File: config.mk
export PLATFORM = sky130hd
export DESIGN_NAME = tcp_div
export DESIGN_NICKNAME = d
export VERILOG_FILES = /design/src/design/tcp_pkg.sv /design/src/design/tcp_div.sv
export SDC_FILE = /design/constraint.sdc
export NUM_CORES = 1
export LEC_CHECK = 0
export BUFFER_PORTS_ARGS = -buffer_cell sky130_fd_sc_hd__buf_2
export CAP_MARGIN = 25
export CORE_ASPECT_RATIO = 0.8
export CORE_MARGIN = 4
export CORE_UTILIZATION = 55
export DETAILED_ROUTE_END_ITERATION = 8
export GPL_ROUTABILITY_DRIVEN = 1
export PLACE_DENSITY = 0.89
export REMOVE_ABC_BUFFERS = 1
export SLEW_MARGIN = 5
export SYNTH_ARGS = -nofsm -noshare
export SYNTH_HDL_FRONTEND = slang
export SYNTH_SLANG_ARGS = --single-unit
File: constraint.sdc
create_clock -name clk -period 12.79 [get_ports clk]
set_input_delay 0.6395 -clock clk [delete_from_list [all_inputs] [get_ports clk]]
set_output_delay 0.6395 -clock clk [all_outputs]
set_load 0.01 [all_outputs]
File: src/design/tcp_pkg.sv
`timescale 1ns / 1ps
package tcp_pkg;

  localparam int DEF_MAX_WIDTH  = 64;
  localparam int DEF_MAX_HEIGHT = 64;
  localparam int DEF_MAX_TILES  = 32;

  localparam int KIND_W   = 3;
  localparam int CELL_W   = 12;
  localparam int TILE_W   = 5;
  localparam int DIR_W    = 2;
  localparam int DRAW_W   = 31;
  localparam int WORD_W   = 32;
  localparam int SUPP_W   = 6;

  localparam int CFG_IDX_W  = 2;
  localparam int CFG_DATA_W = 7;

  localparam logic [CFG_IDX_W-1:0] CFG_GRID_WIDTH   = 2'd0;
  localparam logic [CFG_IDX_W-1:0] CFG_GRID_HEIGHT  = 2'd1;
  localparam logic [CFG_IDX_W-1:0] CFG_TILES_IN_USE = 2'd2;

  localparam logic [6:0] RST_GRID_WIDTH   = 7'd64;
  localparam logic [6:0] RST_GRID_HEIGHT  = 7'd64;
  localparam logic [5:0] RST_TILES_IN_USE = 6'd32;

  localparam logic [KIND_W-1:0] KIND_RULE     = 3'd0;
  localparam logic [KIND_W-1:0] KIND_WEIGHT   = 3'd1;
  localparam logic [KIND_W-1:0] KIND_CELL     = 3'd2;
  localparam logic [KIND_W-1:0] KIND_SUPPORT  = 3'd3;
  localparam logic [KIND_W-1:0] KIND_COLLAPSE = 3'd4;
  localparam logic [KIND_W-1:0] KIND_EXCLUDE  = 3'd5;
  localparam logic [KIND_W-1:0] KIND_READ     = 3'd6;
  localparam logic [KIND_W-1:0] KIND_SPARE    = 3'd7;

  typedef struct packed {
    logic              start;
    logic [DRAW_W-1:0] num;
    logic [WORD_W-1:0] den;
  } div_req_t;

  typedef struct packed {
    logic              done;
    logic [DRAW_W-1:0] quo;
    logic [WORD_W-1:0] rem;
  } div_rsp_t;

endpackage

File: src/design/tcp_div.sv
`timescale 1ns / 1ps
module tcp_div import tcp_pkg::*; (
  input  logic     clk,
  input  logic     rst,
  input  div_req_t req,
  output div_rsp_t rsp
);

  logic              busy;
  logic              done;
  logic [4:0]        cnt;
  logic [DRAW_W-1:0] num;
  logic [WORD_W-1:0] den;
  logic [WORD_W-1:0] rem;
  logic [WORD_W:0]   sh;
  logic              fits;

  // restoring divide, one quotient bit per cycle; quotient shifts into num
  assign sh   = {rem, num[DRAW_W-1]};
  assign fits = sh >= {1'b0, den};

  always_ff @(posedge clk) begin
    if (rst) begin
      busy <= 1'b0;
      done <= 1'b0;
    end else begin
      done <= 1'b0;
      if (req.start) begin
        busy <= 1'b1;
        cnt  <= 5'(DRAW_W - 1);
        num  <= req.num;
        den  <= req.den;
        rem  <= '0;
      end else if (busy) begin
        rem <= fits ? WORD_W'(sh - {1'b0, den}) : sh[WORD_W-1:0];
        num <= {num[DRAW_W-2:0], fits};
        cnt <= cnt - 5'd1;
        if (cnt == 5'd0) begin
          busy <= 1'b0;
          done <= 1'b1;
        end
      end
    end
  end

  assign rsp.done = done;
  assign rsp.quo  = num;
  assign rsp.rem  = rem;

endmodule

==> flow_summary.html, run 1 <==
<table>
<tr><th>Metric</th><th>Value</th></tr>
<tr><th colspan="2">Routing</th></tr>
<tr><td>Number of detailed-route iterations in the first pass</td><td>5</td></tr>
<tr><td>Overall via count from detail_route</td><td>4,770</td></tr>
<tr><td>Final Routed Wirelength</td><td>about 15,000 microns</td></tr>
<tr><td>Number of DRC violations after detailed routing</td><td>0</td></tr>
<tr><td>DRT iter0 DRCs</td><td>380</td></tr>
<tr><td>Routed len/inst</td><td>about 19 microns</td></tr>
<tr><td>Routed Antenna Nets</td><td>0</td></tr>
<tr><td>Via count normalized by instance count</td><td>roughly 5.9</td></tr>
<tr><th colspan="2">Power and ir drop</th></tr>
<tr><td>P per Cell Area</td><td>~140 nW/um^2</td></tr>
<tr><td>Power Internal</td><td>between 0.6 and 0.7 mW</td></tr>
<tr><td>Share of total power in sequential cells</td><td>approximately 43%</td></tr>
<tr><td>Static power due to leakage</td><td>around 3.1 nW</td></tr>
<tr><td>Share of power burned in the clock network</td><td>a little over a quarter</td></tr>
<tr><td>Switching share of power</td><td>between 30% and 40%</td></tr>
<tr><td>Comb power frac</td><td>a little under a third</td></tr>
<tr><td>Net switching power figure</td><td>~0.32 mW</td></tr>
<tr><td>Worst-case vdd ir drop</td><td>0.0000987 V</td></tr>
<tr><th colspan="2">Timing</th></tr>
<tr><td>RSZ-0062 raised after global routing</td><td>no</td></tr>
<tr><td>Final setup violation count</td><td>0</td></tr>
<tr><td>Peak clock frequency supported by timing</td><td>290 MHz</td></tr>
<tr><td>Hold Vio Cnt, Final</td><td>0</td></tr>
<tr><td>Total negative slack</td><td>0 ns</td></tr>
<tr><td>Setup skew after layout</td><td>0.00999 ns</td></tr>
<tr><td>Worst hold slack</td><td>0.460 ns</td></tr>
<tr><td>Slew HR</td><td>a little over two fifths</td></tr>
<tr><td>Min Tclk post-route</td><td>between 3 and 4 ns</td></tr>
<tr><td>Final critical-path share of the clock period</td><td>27.0%</td></tr>
<tr><td>Max-slew violation count</td><td>0</td></tr>
<tr><td>Worst-Margin Slew</td><td>0.862 ns</td></tr>
<tr><th colspan="2">Min path</th></tr>
<tr><td>Hold path cells</td><td>1</td></tr>
<tr><td>Worst hold-check path type</td><td>in2reg</td></tr>
<tr><td>End of the worst hold path</td><td>den[25]</td></tr>
<tr><td>Source of the worst hold timing path</td><td>req[25]</td></tr>
<tr><th colspan="2">Yosys</th></tr>
<tr><td>Basic-gate share of the synthesized area counting and, or, nand and nor cells</td><td>~12%</td></tr>
<tr><td>Cell taking the most area after synthesis</td><td>sky130_fd_sc_hd__edfxtp_1</td></tr>
<tr><td>Post-synthesis mux area share</td><td>around 8.1%</td></tr>
<tr><td>Cell variety after synth</td><td>60</td></tr>
<tr><td>Dominant cell by count in the synthesized netlist</td><td>sky130_fd_sc_hd__edfxtp_1</td></tr>
<tr><td>Share of synthesized cell area in full adder, half adder and majority cells</td><td>7.16%</td></tr>
<tr><td>Number of storage elements in the synthesis netlist</td><td>102</td></tr>
<tr><td>Top cells by instance count after synthesis</td><td>sky130_fd_sc_hd__edfxtp_1, sky130_fd_sc_hd__inv_1, sky130_fd_sc_hd__a21oi_1, sky130_fd_sc_hd__nor2_1, sky130_fd_sc_hd__nand2_1</td></tr>
<tr><td>Main combinational cell family by area after synthesis</td><td>compound AO/OA/AOI/OAI gates</td></tr>
<tr><td>Top_reg_cell synth</td><td>sky130_fd_sc_hd__edfxtp_1</td></tr>
<tr><td>Post-synth design cell area</td><td>between 6000 and 7000 sq um</td></tr>
<tr><td>Largest cells by area after synthesis</td><td>sky130_fd_sc_hd__edfxtp_1, sky130_fd_sc_hd__ha_1, sky130_fd_sc_hd__mux2_2, sky130_fd_sc_hd__a21oi_1, sky130_fd_sc_hd__inv_1</td></tr>
<tr><td>Share of the synthesized netlist area taken by xor and xnor gates</td><td>about 3.5%</td></tr>
<tr><td>Synthesized-area fraction occupied by ao, oa, aoi and oai cells</td><td>between 10% and 20%</td></tr>
<tr><td>Mean instance size in the synthesized netlist</td><td>~11 sq um</td></tr>
<tr><td>Ys Warns</td><td>0</td></tr>
<tr><td>Async set-reset flop share out of synthesis</td><td>0%</td></tr>
<tr><td>Area share of the largest cell type after synthesis</td><td>between 40% and 50%</td></tr>
<tr><td>Number of instances in the synthesized netlist</td><td>around 550</td></tr>
<tr><td>Sequential area share after synthesis</td><td>between 50% and 60%</td></tr>
<tr><td>Number of enable flip-flop cells after synthesis</td><td>100</td></tr>
<tr><th colspan="2">Setup path</th></tr>
<tr><td>Slowest cell on the critical path</td><td>sky130_fd_sc_hd__a2111o_1</td></tr>
<tr><td>End of the worst register-to-register path</td><td>rem[30]</td></tr>
<tr><td>Critical path fanouts, max</td><td>4</td></tr>
<tr><td>Worst reg2reg startpoint</td><td>num[30]</td></tr>
<tr><td>Endpoint arrival time on the critical path</td><td>around 3.5 ns</td></tr>
<tr><td>Crit-path cells</td><td>inv_1 &gt; ha_1 &gt; fa_1 &gt; nor2b_1 &gt; o31a_1 &gt; o211ai_1 &gt; a2111o_1 &gt; a211oi_1 &gt; o211a_1 &gt; or4_1 &gt; o311ai_1</td></tr>
<tr><td>Crit path launch type</td><td>register</td></tr>
<tr><td>Kind of critical path</td><td>reg2reg</td></tr>
<tr><td>Depth of the worst register-to-register path</td><td>11</td></tr>
<tr><td>Top delay family on crit path</td><td>compound AO/OA/AOI/OAI gates</td></tr>
<tr><td>Highest cell delay on the worst timing path</td><td>around 0.50 ns</td></tr>
<tr><td>R2R Setup Slk</td><td>between 9 and 10 ns</td></tr>
<tr><td>Endpoint class of the critical path</td><td>register</td></tr>
<tr><td>Data required time at the worst endpoint</td><td>~13 ns</td></tr>
<tr><td>Combined buffer and inverter count along the critical path</td><td>1</td></tr>
<tr><th colspan="2">CTS</th></tr>
<tr><td>Clock tree from TritonCTS</td><td>yes</td></tr>
<tr><td>Post-CTS setup-driven buffer insertion count</td><td>0</td></tr>
<tr><td># clock sinks</td><td>a little over 100</td></tr>
<tr><td>Clock transition time at the flip-flop clock pins of the worst setup and hold paths</td><td>0.08 ns</td></tr>
<tr><td>Total CTS buffers</td><td>9</td></tr>
<tr><td>Clock root buffer master</td><td>sky130_fd_sc_hd__clkbuf_16</td></tr>
<tr><td>Number of buffers inserted by hold repair at cts</td><td>0</td></tr>
<tr><td>Total of cells resized after clock tree synthesis</td><td>0</td></tr>
<tr><td>Maximum root-to-sink buffer count</td><td>2</td></tr>
<tr><td>Maximum level of the CTS H-tree</td><td>3</td></tr>
<tr><td>Clock insertion delay at the later pin of the skew report</td><td>0.35 ns</td></tr>
<tr><th colspan="2">Layout</th></tr>
<tr><td>Layout filler cell count</td><td>~820</td></tr>
<tr><td>Layout Area Growth over Synthesis</td><td>16.9%</td></tr>
<tr><td>Layout Nets</td><td>about 770</td></tr>
<tr><td>Core Util, Final</td><td>around two thirds</td></tr>
<tr><td>Share of final-layout standard cells stronger than drive strength 1</td><td>between 20 and 30%</td></tr>
<tr><td>Ant. Diodes</td><td>0</td></tr>
<tr><th colspan="2">Floorplan</th></tr>
<tr><td>Area enclosed by the die boundary</td><td>~13,000 sq um</td></tr>
<tr><td>Std-Cell Rows</td><td>33</td></tr>
<tr><td>Placeable core region</td><td>between 10,000 and 15,000 sq um</td></tr>
<tr><td>Initial Util</td><td>a little under 60%</td></tr>
<tr><td>Vert. Die Dim</td><td>between 100 and 150 microns</td></tr>
<tr><td>Count of boundary I/O pins</td><td>130</td></tr>
<tr><td>Die X-Extent</td><td>around 130 microns</td></tr>
<tr><th colspan="2">Global route</th></tr>
<tr><td>Maximum number of pins on one net before global-route repair</td><td>66</td></tr>
<tr><td>Number of antenna violations at the first check in global routing</td><td>0</td></tr>
<tr><td>Overflow left after global routing</td><td>0</td></tr>
<tr><td>Via count of the first global-routing pass</td><td>4,721</td></tr>
<tr><td>Tot GR Track Use</td><td>approximately a quarter</td></tr>
<tr><td>Global-route wire length before repair</td><td>24,000 microns</td></tr>
<tr><th colspan="2">Outcome</th></tr>
<tr><td>Status</td><td>finished, final reports clean</td></tr>
<tr><th colspan="2">Placement</th></tr>
<tr><td>Detailed placer's ending HPWL</td><td>around 11,000 microns</td></tr>
<tr><td>Port buffer count</td><td>129</td></tr>
<tr><td>Final weighted congestion in routability-driven placement</td><td>0.880</td></tr>
<tr><th colspan="2">Flow run</th></tr>
<tr><td>Max_cap viols</td><td>0</td></tr>
</table>
registers in the layout, summed over array words and instances, names as in the netlist:
name and cells:
rem 32, num 31, busy 1, den 32, cnt 5, done 1
power by group through the flow:
| stage | Combinational [mW] | Clock, mW | Sequential [mW] |
|---|---|---|---|
| after floorplan | 0.195 | 0 | 0.435 |
| after global placement | 0.285 | 0 | 0.426 |
| after detailed placement | 0.292 | 0 | 0.428 |
| after CTS | 0.294 | 0.265 | 0.422 |
| after global routing | 0.329 | 0.281 | 0.425 |
| final | 0.300 | 0.262 | 0.421 |
logic make-up (layout without fill, tap and decap cells):
family,Yosys count,in the layout
adder cells (fa/ha/maj),34,34
buffers and inverters,70,195
XOR/XNOR,24,24
multiplexers,45,45
AO/OA/AOI/OAI,132,132
flip-flops,102,102
AND/OR/NAND/NOR,139,139
final cells by class:
| class | count | area (sq um) | share of cell area [%] |
|---|---|---|---|
| Tap cell | 140 | 175 | 2.48 |
| Timing Repair Buffer | 133 | 688 | 9.73 |
| Inverter | 46 | 173 | 2.44 |
| Multi-Input combinational cell | 374 | 2710 | 38.4 |
| Clock inverter | 5 | 43.8 | 0.619 |
| Sequential cell | 102 | 3040 | 43.0 |
| Clock buffer | 11 | 233 | 3.29 |
metal layers:
layer | vias to the layer above | track usage (%) | share of wire, %
li1 | 2258 | - | -
met1 | 2232 | 30.7 | 43
met2 | 249 | 38.0 | 46
met3 | 31 | 8.12 | 9.4
met4 | 0 | 7.58 | 2.3
met5 | - | 0 | 0
cells in the final DEF (no fill, tap or decap), types with 4 or more instances in the layout:
cell type	synthesis	routed
sky130_fd_sc_hd__nor2_1	42	40
sky130_fd_sc_hd__and3_1	8	8
sky130_fd_sc_hd__inv_1	46	46
sky130_fd_sc_hd__mux2_2	31	31
sky130_fd_sc_hd__o21a_1	8	8
sky130_fd_sc_hd__nand4_1	9	9
sky130_fd_sc_hd__nand3_1	6	6
sky130_fd_sc_hd__or4_1	6	6
sky130_fd_sc_hd__mux2i_1	13	13
sky130_fd_sc_hd__a21o_1	16	16
sky130_fd_sc_hd__clkbuf_16	0	9
sky130_fd_sc_hd__o211ai_1	4	4
sky130_fd_sc_hd__o21bai_1	5	5
sky130_fd_sc_hd__xor2_1	10	10
sky130_fd_sc_hd__and2_1	5	5
sky130_fd_sc_hd__xnor2_1	14	14
sky130_fd_sc_hd__a21oi_1	42	42
sky130_fd_sc_hd__a211oi_1	13	13
sky130_fd_sc_hd__o21ai_0	19	19
sky130_fd_sc_hd__ha_1	33	33
sky130_fd_sc_hd__nand2_1	35	35
sky130_fd_sc_hd__nor2b_1	5	5
sky130_fd_sc_hd__nor3_1	6	6
sky130_fd_sc_hd__buf_2	8	129
sky130_fd_sc_hd__edfxtp_1	100	100
per-stage QoR:
| step | std cells | instance area, sq um | setup slack, ns | total power, mW |
|---|---|---|---|---|
| after detailed placement | 794 | 6770 | 9.20 | 0.720 |
| after global routing | 811 | 7070 | 9.18 | 1.03 |
| final | 811 | 7070 | 9.34 | 0.983 |
| after global placement | 794 | 6770 | 9.30 | 0.711 |
| after floorplan | 522 | 5920 | 8.74 | 0.631 |
| after CTS | 810 | 7050 | 9.17 | 0.980 |
worst max-delay path by stage:
stage,from,to,slack [ns],cells past startpoint
finish,num[30],rem[30],9.34,11
global route,num[30],rem[26],9.18,11
CTS,rem[19],rem[4],9.17,8
detailed placement,rem[19],rem[4],9.20,8
global placement,rem[19],rem[4],9.30,8
floorplan,req[63],cnt[0],8.74,2
(Power assumes the default switching activity.)
==> inputs of run 2 (changes only) <==
--- a/config.mk
+++ b/config.mk
@@ -5,6 +5,7 @@
 export SDC_FILE = /design/constraint.sdc
 export NUM_CORES = 1
 export LEC_CHECK = 0
+export ABC_AREA = 1
 export BUFFER_PORTS_ARGS = -buffer_cell sky130_fd_sc_hd__buf_2
 export CAP_MARGIN = 25
 export CORE_ASPECT_RATIO = 0.8
@@ -12,7 +13,7 @@
 export CORE_UTILIZATION = 55
 export DETAILED_ROUTE_END_ITERATION = 8
 export GPL_ROUTABILITY_DRIVEN = 1
-export PLACE_DENSITY = 0.89
+export PLACE_DENSITY = 0.88
 export REMOVE_ABC_BUFFERS = 1
 export SLEW_MARGIN = 5
 export SYNTH_ARGS = -nofsm -noshare
==> constraint.sdc (replaced) <==
create_clock -name clk -period 3.2 [get_ports clk]
set_input_delay 0.16 -clock clk [delete_from_list [all_inputs] [get_ports clk]]
set_output_delay 0.16 -clock clk [all_outputs]
set_load 0.01 [all_outputs]
==> run 2 against run 1 <==
  * Cell count rose by 60%
  * Critical path depth is the same
  * Flip-flop and latch count is the same
  * Synthesized area up 16%
  * Count of clock-buffer cells in the layout shrank 2
  * Fmax up 22%
  * Total power increased to 4.1 times the previous value
  * First-iteration DRC count increased by 19%
  * Non-clock buffer count rose by 35
  * Wire length is 23% higher
  * Final area grew 20%
  * Critical path type unchanged
  * Largest power group unchanged
  * Highest routed layer unchanged
==> flow_summary.html, run 2 <==
<table>
<tr><th>Metric</th><th>Value</th></tr>
<tr><th colspan="2">CTS</th></tr>
<tr><td>Clock transition time at the flip-flop clock pins of the worst setup and hold paths</td><td>approximately 0.080 ns</td></tr>
<tr><td># clock sinks</td><td>roughly 100</td></tr>
<tr><td>Maximum root-to-sink buffer count</td><td>2</td></tr>
<tr><td>Clock tree from TritonCTS</td><td>yes</td></tr>
<tr><td>Clock insertion delay at the later pin of the skew report</td><td>roughly 0.36 ns</td></tr>
<tr><td>Total CTS buffers</td><td>9</td></tr>
<tr><td>Maximum level of the CTS H-tree</td><td>3</td></tr>
<tr><td>Total of cells resized after clock tree synthesis</td><td>0</td></tr>
<tr><td>Clock root buffer master</td><td>sky130_fd_sc_hd__clkbuf_16</td></tr>
<tr><th colspan="2">Floorplan</th></tr>
<tr><td>Initial Util</td><td>~57%</td></tr>
<tr><td>Placeable core region</td><td>about 12,000 sq um</td></tr>
<tr><td>Std-Cell Rows</td><td>36</td></tr>
<tr><td>Vert. Die Dim</td><td>around 110 microns</td></tr>
<tr><td>Count of boundary I/O pins</td><td>130</td></tr>
<tr><td>Die X-Extent</td><td>~130 microns</td></tr>
<tr><td>Area enclosed by the die boundary</td><td>roughly 15,000 sq um</td></tr>
<tr><th colspan="2">Yosys</th></tr>
<tr><td>Top_reg_cell synth</td><td>sky130_fd_sc_hd__edfxtp_1</td></tr>
<tr><td>Number of storage elements in the synthesis netlist</td><td>around 100</td></tr>
<tr><td>Ys Warns</td><td>0</td></tr>
<tr><td>Sequential area share after synthesis</td><td>43.3%</td></tr>
<tr><td>Number of instances in the synthesized netlist</td><td>a little under 1,000</td></tr>
<tr><td>Number of enable flip-flop cells after synthesis</td><td>100</td></tr>
<tr><td>Async set-reset flop share out of synthesis</td><td>0%</td></tr>
<tr><td>Top cells by instance count after synthesis</td><td>sky130_fd_sc_hd__nand2_1, sky130_fd_sc_hd__inv_1, sky130_fd_sc_hd__edfxtp_1, sky130_fd_sc_hd__nor2_1, sky130_fd_sc_hd__ha_1</td></tr>
<tr><td>Cell taking the most area after synthesis</td><td>sky130_fd_sc_hd__edfxtp_1</td></tr>
<tr><td>Largest cells by area after synthesis</td><td>sky130_fd_sc_hd__edfxtp_1, sky130_fd_sc_hd__nand2_1, sky130_fd_sc_hd__inv_1, sky130_fd_sc_hd__ha_1, sky130_fd_sc_hd__nor2_1</td></tr>
<tr><td>Cell variety after synth</td><td>35</td></tr>
<tr><td>Mean instance size in the synthesized netlist</td><td>roughly 7.3 sq um</td></tr>
<tr><td>Dominant cell by count in the synthesized netlist</td><td>sky130_fd_sc_hd__nand2_1</td></tr>
<tr><td>Post-synth design cell area</td><td>roughly 7000 sq um</td></tr>
<tr><td>Area share of the largest cell type after synthesis</td><td>around 43%</td></tr>
<tr><th colspan="2">Routing</th></tr>
<tr><td>Number of DRC violations after detailed routing</td><td>0</td></tr>
<tr><td>Final Routed Wirelength</td><td>between 15,000 and 20,000 microns</td></tr>
<tr><td>Routed len/inst</td><td>14.3 microns</td></tr>
<tr><td>Routed Antenna Nets</td><td>0</td></tr>
<tr><td>DRT iter0 DRCs</td><td>between 400 and 500</td></tr>
<tr><td>Number of detailed-route iterations in the first pass</td><td>6</td></tr>
<tr><td>Overall via count from detail_route</td><td>6,332</td></tr>
<tr><td>Via count normalized by instance count</td><td>between 4 and 5</td></tr>
<tr><th colspan="2">Layout</th></tr>
<tr><td>Share of final-layout standard cells stronger than drive strength 1</td><td>between 10% and 20%</td></tr>
<tr><td>Ant. Diodes</td><td>0</td></tr>
<tr><td>Most common cell after layout, fill and taps aside</td><td>sky130_fd_sc_hd__nand2_1</td></tr>
<tr><td>Layout Nets</td><td>1,221</td></tr>
<tr><td>Layout filler cell count</td><td>1,104</td></tr>
<tr><td>Most used cells in the layout excluding fill and tap cells</td><td>sky130_fd_sc_hd__nand2_1, sky130_fd_sc_hd__inv_1, sky130_fd_sc_hd__buf_2, sky130_fd_sc_hd__edfxtp_1, sky130_fd_sc_hd__nor2_1</td></tr>
<tr><td>Core Util, Final</td><td>68.5%</td></tr>
<tr><td>Final std cells w/o fill</td><td>approximately 1,300</td></tr>
<tr><td>Top flop regs</td><td>den x32, rem x32, num x31</td></tr>
<tr><td>Layout Area Growth over Synthesis</td><td>20.2%</td></tr>
<tr><th colspan="2">Timing</th></tr>
<tr><td>Peak clock frequency supported by timing</td><td>between 300 and 400 MHz</td></tr>
<tr><td>Worst-Margin Slew</td><td>just under 0.7 ns</td></tr>
<tr><td>Slew HR</td><td>a little over half</td></tr>
<tr><td>Final critical-path share of the clock period</td><td>about nine tenths</td></tr>
<tr><td>Final setup violation count</td><td>0</td></tr>
<tr><td>Setup skew after layout</td><td>0.0134 ns</td></tr>
<tr><td>Total negative slack</td><td>0 ns</td></tr>
<tr><td>Max-slew violation count</td><td>0</td></tr>
<tr><td>Hold Vio Cnt, Final</td><td>0</td></tr>
<tr><td>Min Tclk post-route</td><td>roughly 2.8 ns</td></tr>
<tr><td>RSZ-0062 raised after global routing</td><td>no</td></tr>
<tr><th colspan="2">Min path</th></tr>
<tr><td>Worst hold-check path type</td><td>in2reg</td></tr>
<tr><td>End of the worst hold path</td><td>done</td></tr>
<tr><td>Hold path cells</td><td>2</td></tr>
<tr><td>Source of the worst hold timing path</td><td>rst</td></tr>
<tr><th colspan="2">Flow run</th></tr>
<tr><td>Max_cap viols</td><td>0</td></tr>
<tr><th colspan="2">Setup path</th></tr>
<tr><td>R2R Setup Slk</td><td>approximately 0.38 ns</td></tr>
<tr><td>Endpoint class of the critical path</td><td>register</td></tr>
<tr><td>Critical path fanouts, max</td><td>19</td></tr>
<tr><td>End of the worst register-to-register path</td><td>rem[10]</td></tr>
<tr><td>Worst reg2reg startpoint</td><td>rem[29]</td></tr>
<tr><td>Kind of critical path</td><td>reg2reg</td></tr>
<tr><td>Depth of the worst register-to-register path</td><td>11</td></tr>
<tr><td>Data required time at the worst endpoint</td><td>between 3 and 4 ns</td></tr>
<tr><td>Endpoint arrival time on the critical path</td><td>2.99 ns</td></tr>
<tr><td>Crit path launch type</td><td>register</td></tr>
<tr><th colspan="2">Global route</th></tr>
<tr><td>Maximum number of pins on one net before global-route repair</td><td>between 60 and 70</td></tr>
<tr><td>Overflow left after global routing</td><td>0</td></tr>
<tr><td>Number of antenna violations at the first check in global routing</td><td>0</td></tr>
<tr><td>Tot GR Track Use</td><td>26.2%</td></tr>
<tr><td>Global-route wire length before repair</td><td>between 20,000 and 30,000 microns</td></tr>
<tr><td>Via count of the first global-routing pass</td><td>around 6,000</td></tr>
<tr><th colspan="2">Power and ir drop</th></tr>
<tr><td>Static power due to leakage</td><td>4.55 nW</td></tr>
<tr><td>Worst-case vdd ir drop</td><td>0.000381 V</td></tr>
<tr><td>P per Cell Area</td><td>475 nW/um^2</td></tr>
<tr><th colspan="2">Placement</th></tr>
<tr><td>Placed cells</td><td>approximately 1,200</td></tr>
<tr><td>Final weighted congestion in routability-driven placement</td><td>between 1 and 1.5</td></tr>
<tr><td>Port buffer count</td><td>129</td></tr>
<tr><td>Detailed placer's ending HPWL</td><td>around 14,000 microns</td></tr>
<tr><th colspan="2">Outcome</th></tr>
<tr><td>Status</td><td>finished, final reports clean</td></tr>
</table>
## run 2: logic make-up after synthesis
group	after synthesis	share of synthesized area [%]
adders and majority gates	34	6.16
DFF	102	43.3
AOI/OAI and AO/OA	29	2.17
xor gates and xnor gates	15	1.87
buffers and inverters	197	11.2
and+or+nand+nor	585	35.3
## run 2: worst max-delay path by stage
stage / startpoint / to / slack, ns / cells after the start
after CTS: rem[27] / rem[11] / 0.41 / 13
after global placement: rem[27] / rem[11] / 0.46 / 11
after global routing: rem[27] / rem[10] / 0.17 / 10
after floorplan: req[63] / cnt[0] / -1.53 / 2
final: rem[29] / rem[10] / 0.38 / 11
after detailed placement: rem[27] / rem[1] / 0.44 / 13
## run 2: what timing repair did
action / 4_1_cts / 5_1_grt
hold endpoints to repair: 31 / 1
endpoints found under the setup margin: 0 / 0
hold buffers: 31 / 1
buffers inserted: 0 / 0
## run 2: power by group
group | internal (mW) | total (mW) | switching, mW
Combinational | 0.452 | 1.26 | 0.806
Clock | 0.547 | 1.09 | 0.542
Sequential | 1.61 | 1.66 | 0.0562
## run 2: final cells by class
| cell class | count | area [sq um] | share of cell area, % |
|---|---|---|---|
| tap | 171 | 214 | 2.53 |
| inverter | 177 | 669 | 7.92 |
| clock buffer | 9 | 225 | 2.67 |
| timing repair buffer | 168 | 1020 | 12.1 |
| multi-input combinational | 663 | 3210 | 38.0 |
| sequential | 102 | 3040 | 36.0 |
| clock inverter | 7 | 63.8 | 0.755 |
## run 2: worst max-delay path: stages (launching register included)
cell and delay, ns:
sky130_fd_sc_hd__edfxtp_1 0.46, sky130_fd_sc_hd__ha_1 0.38, sky130_fd_sc_hd__a21o_1 0.21, sky130_fd_sc_hd__nand2_1 0.06, sky130_fd_sc_hd__nand2_1 0.06, sky130_fd_sc_hd__a21oi_1 0.29, sky130_fd_sc_hd__nand3_2 0.11, sky130_fd_sc_hd__inv_2 0.35
sky130_fd_sc_hd__nand2_8 0.18, sky130_fd_sc_hd__inv_6 0.22, sky130_fd_sc_hd__nor2_1 0.06, sky130_fd_sc_hd__nor2_1 0.25
## run 2: through the flow
step / total power [mW] / worst slack, ns / hold slack, ns / area, sq um
6_report: 4.01 / 0.378 / 0.0655 / 8450
5_1_grt: 4.27 / 0.173 / 0.0627 / 8450
4_1_cts: 4.01 / 0.406 / 0.00668 / 8440
3_5_place_dp: 2.90 / 0.435 / 0.338 / 7840
3_3_place_gp: 2.89 / 0.458 / 0.336 / 7840
2_1_floorplan: 2.53 / -1.53 / 0.236 / 6910
## run 2: layer usage
layer	vias to the layer above	GRT usage (%)	part of all wire, %
met3	18	6.46	9.8
met1	2787	37.8	47
met2	256	40.1	42
met5	-	0	0
met4	0	6.18	1.3
li1	3271	-	-
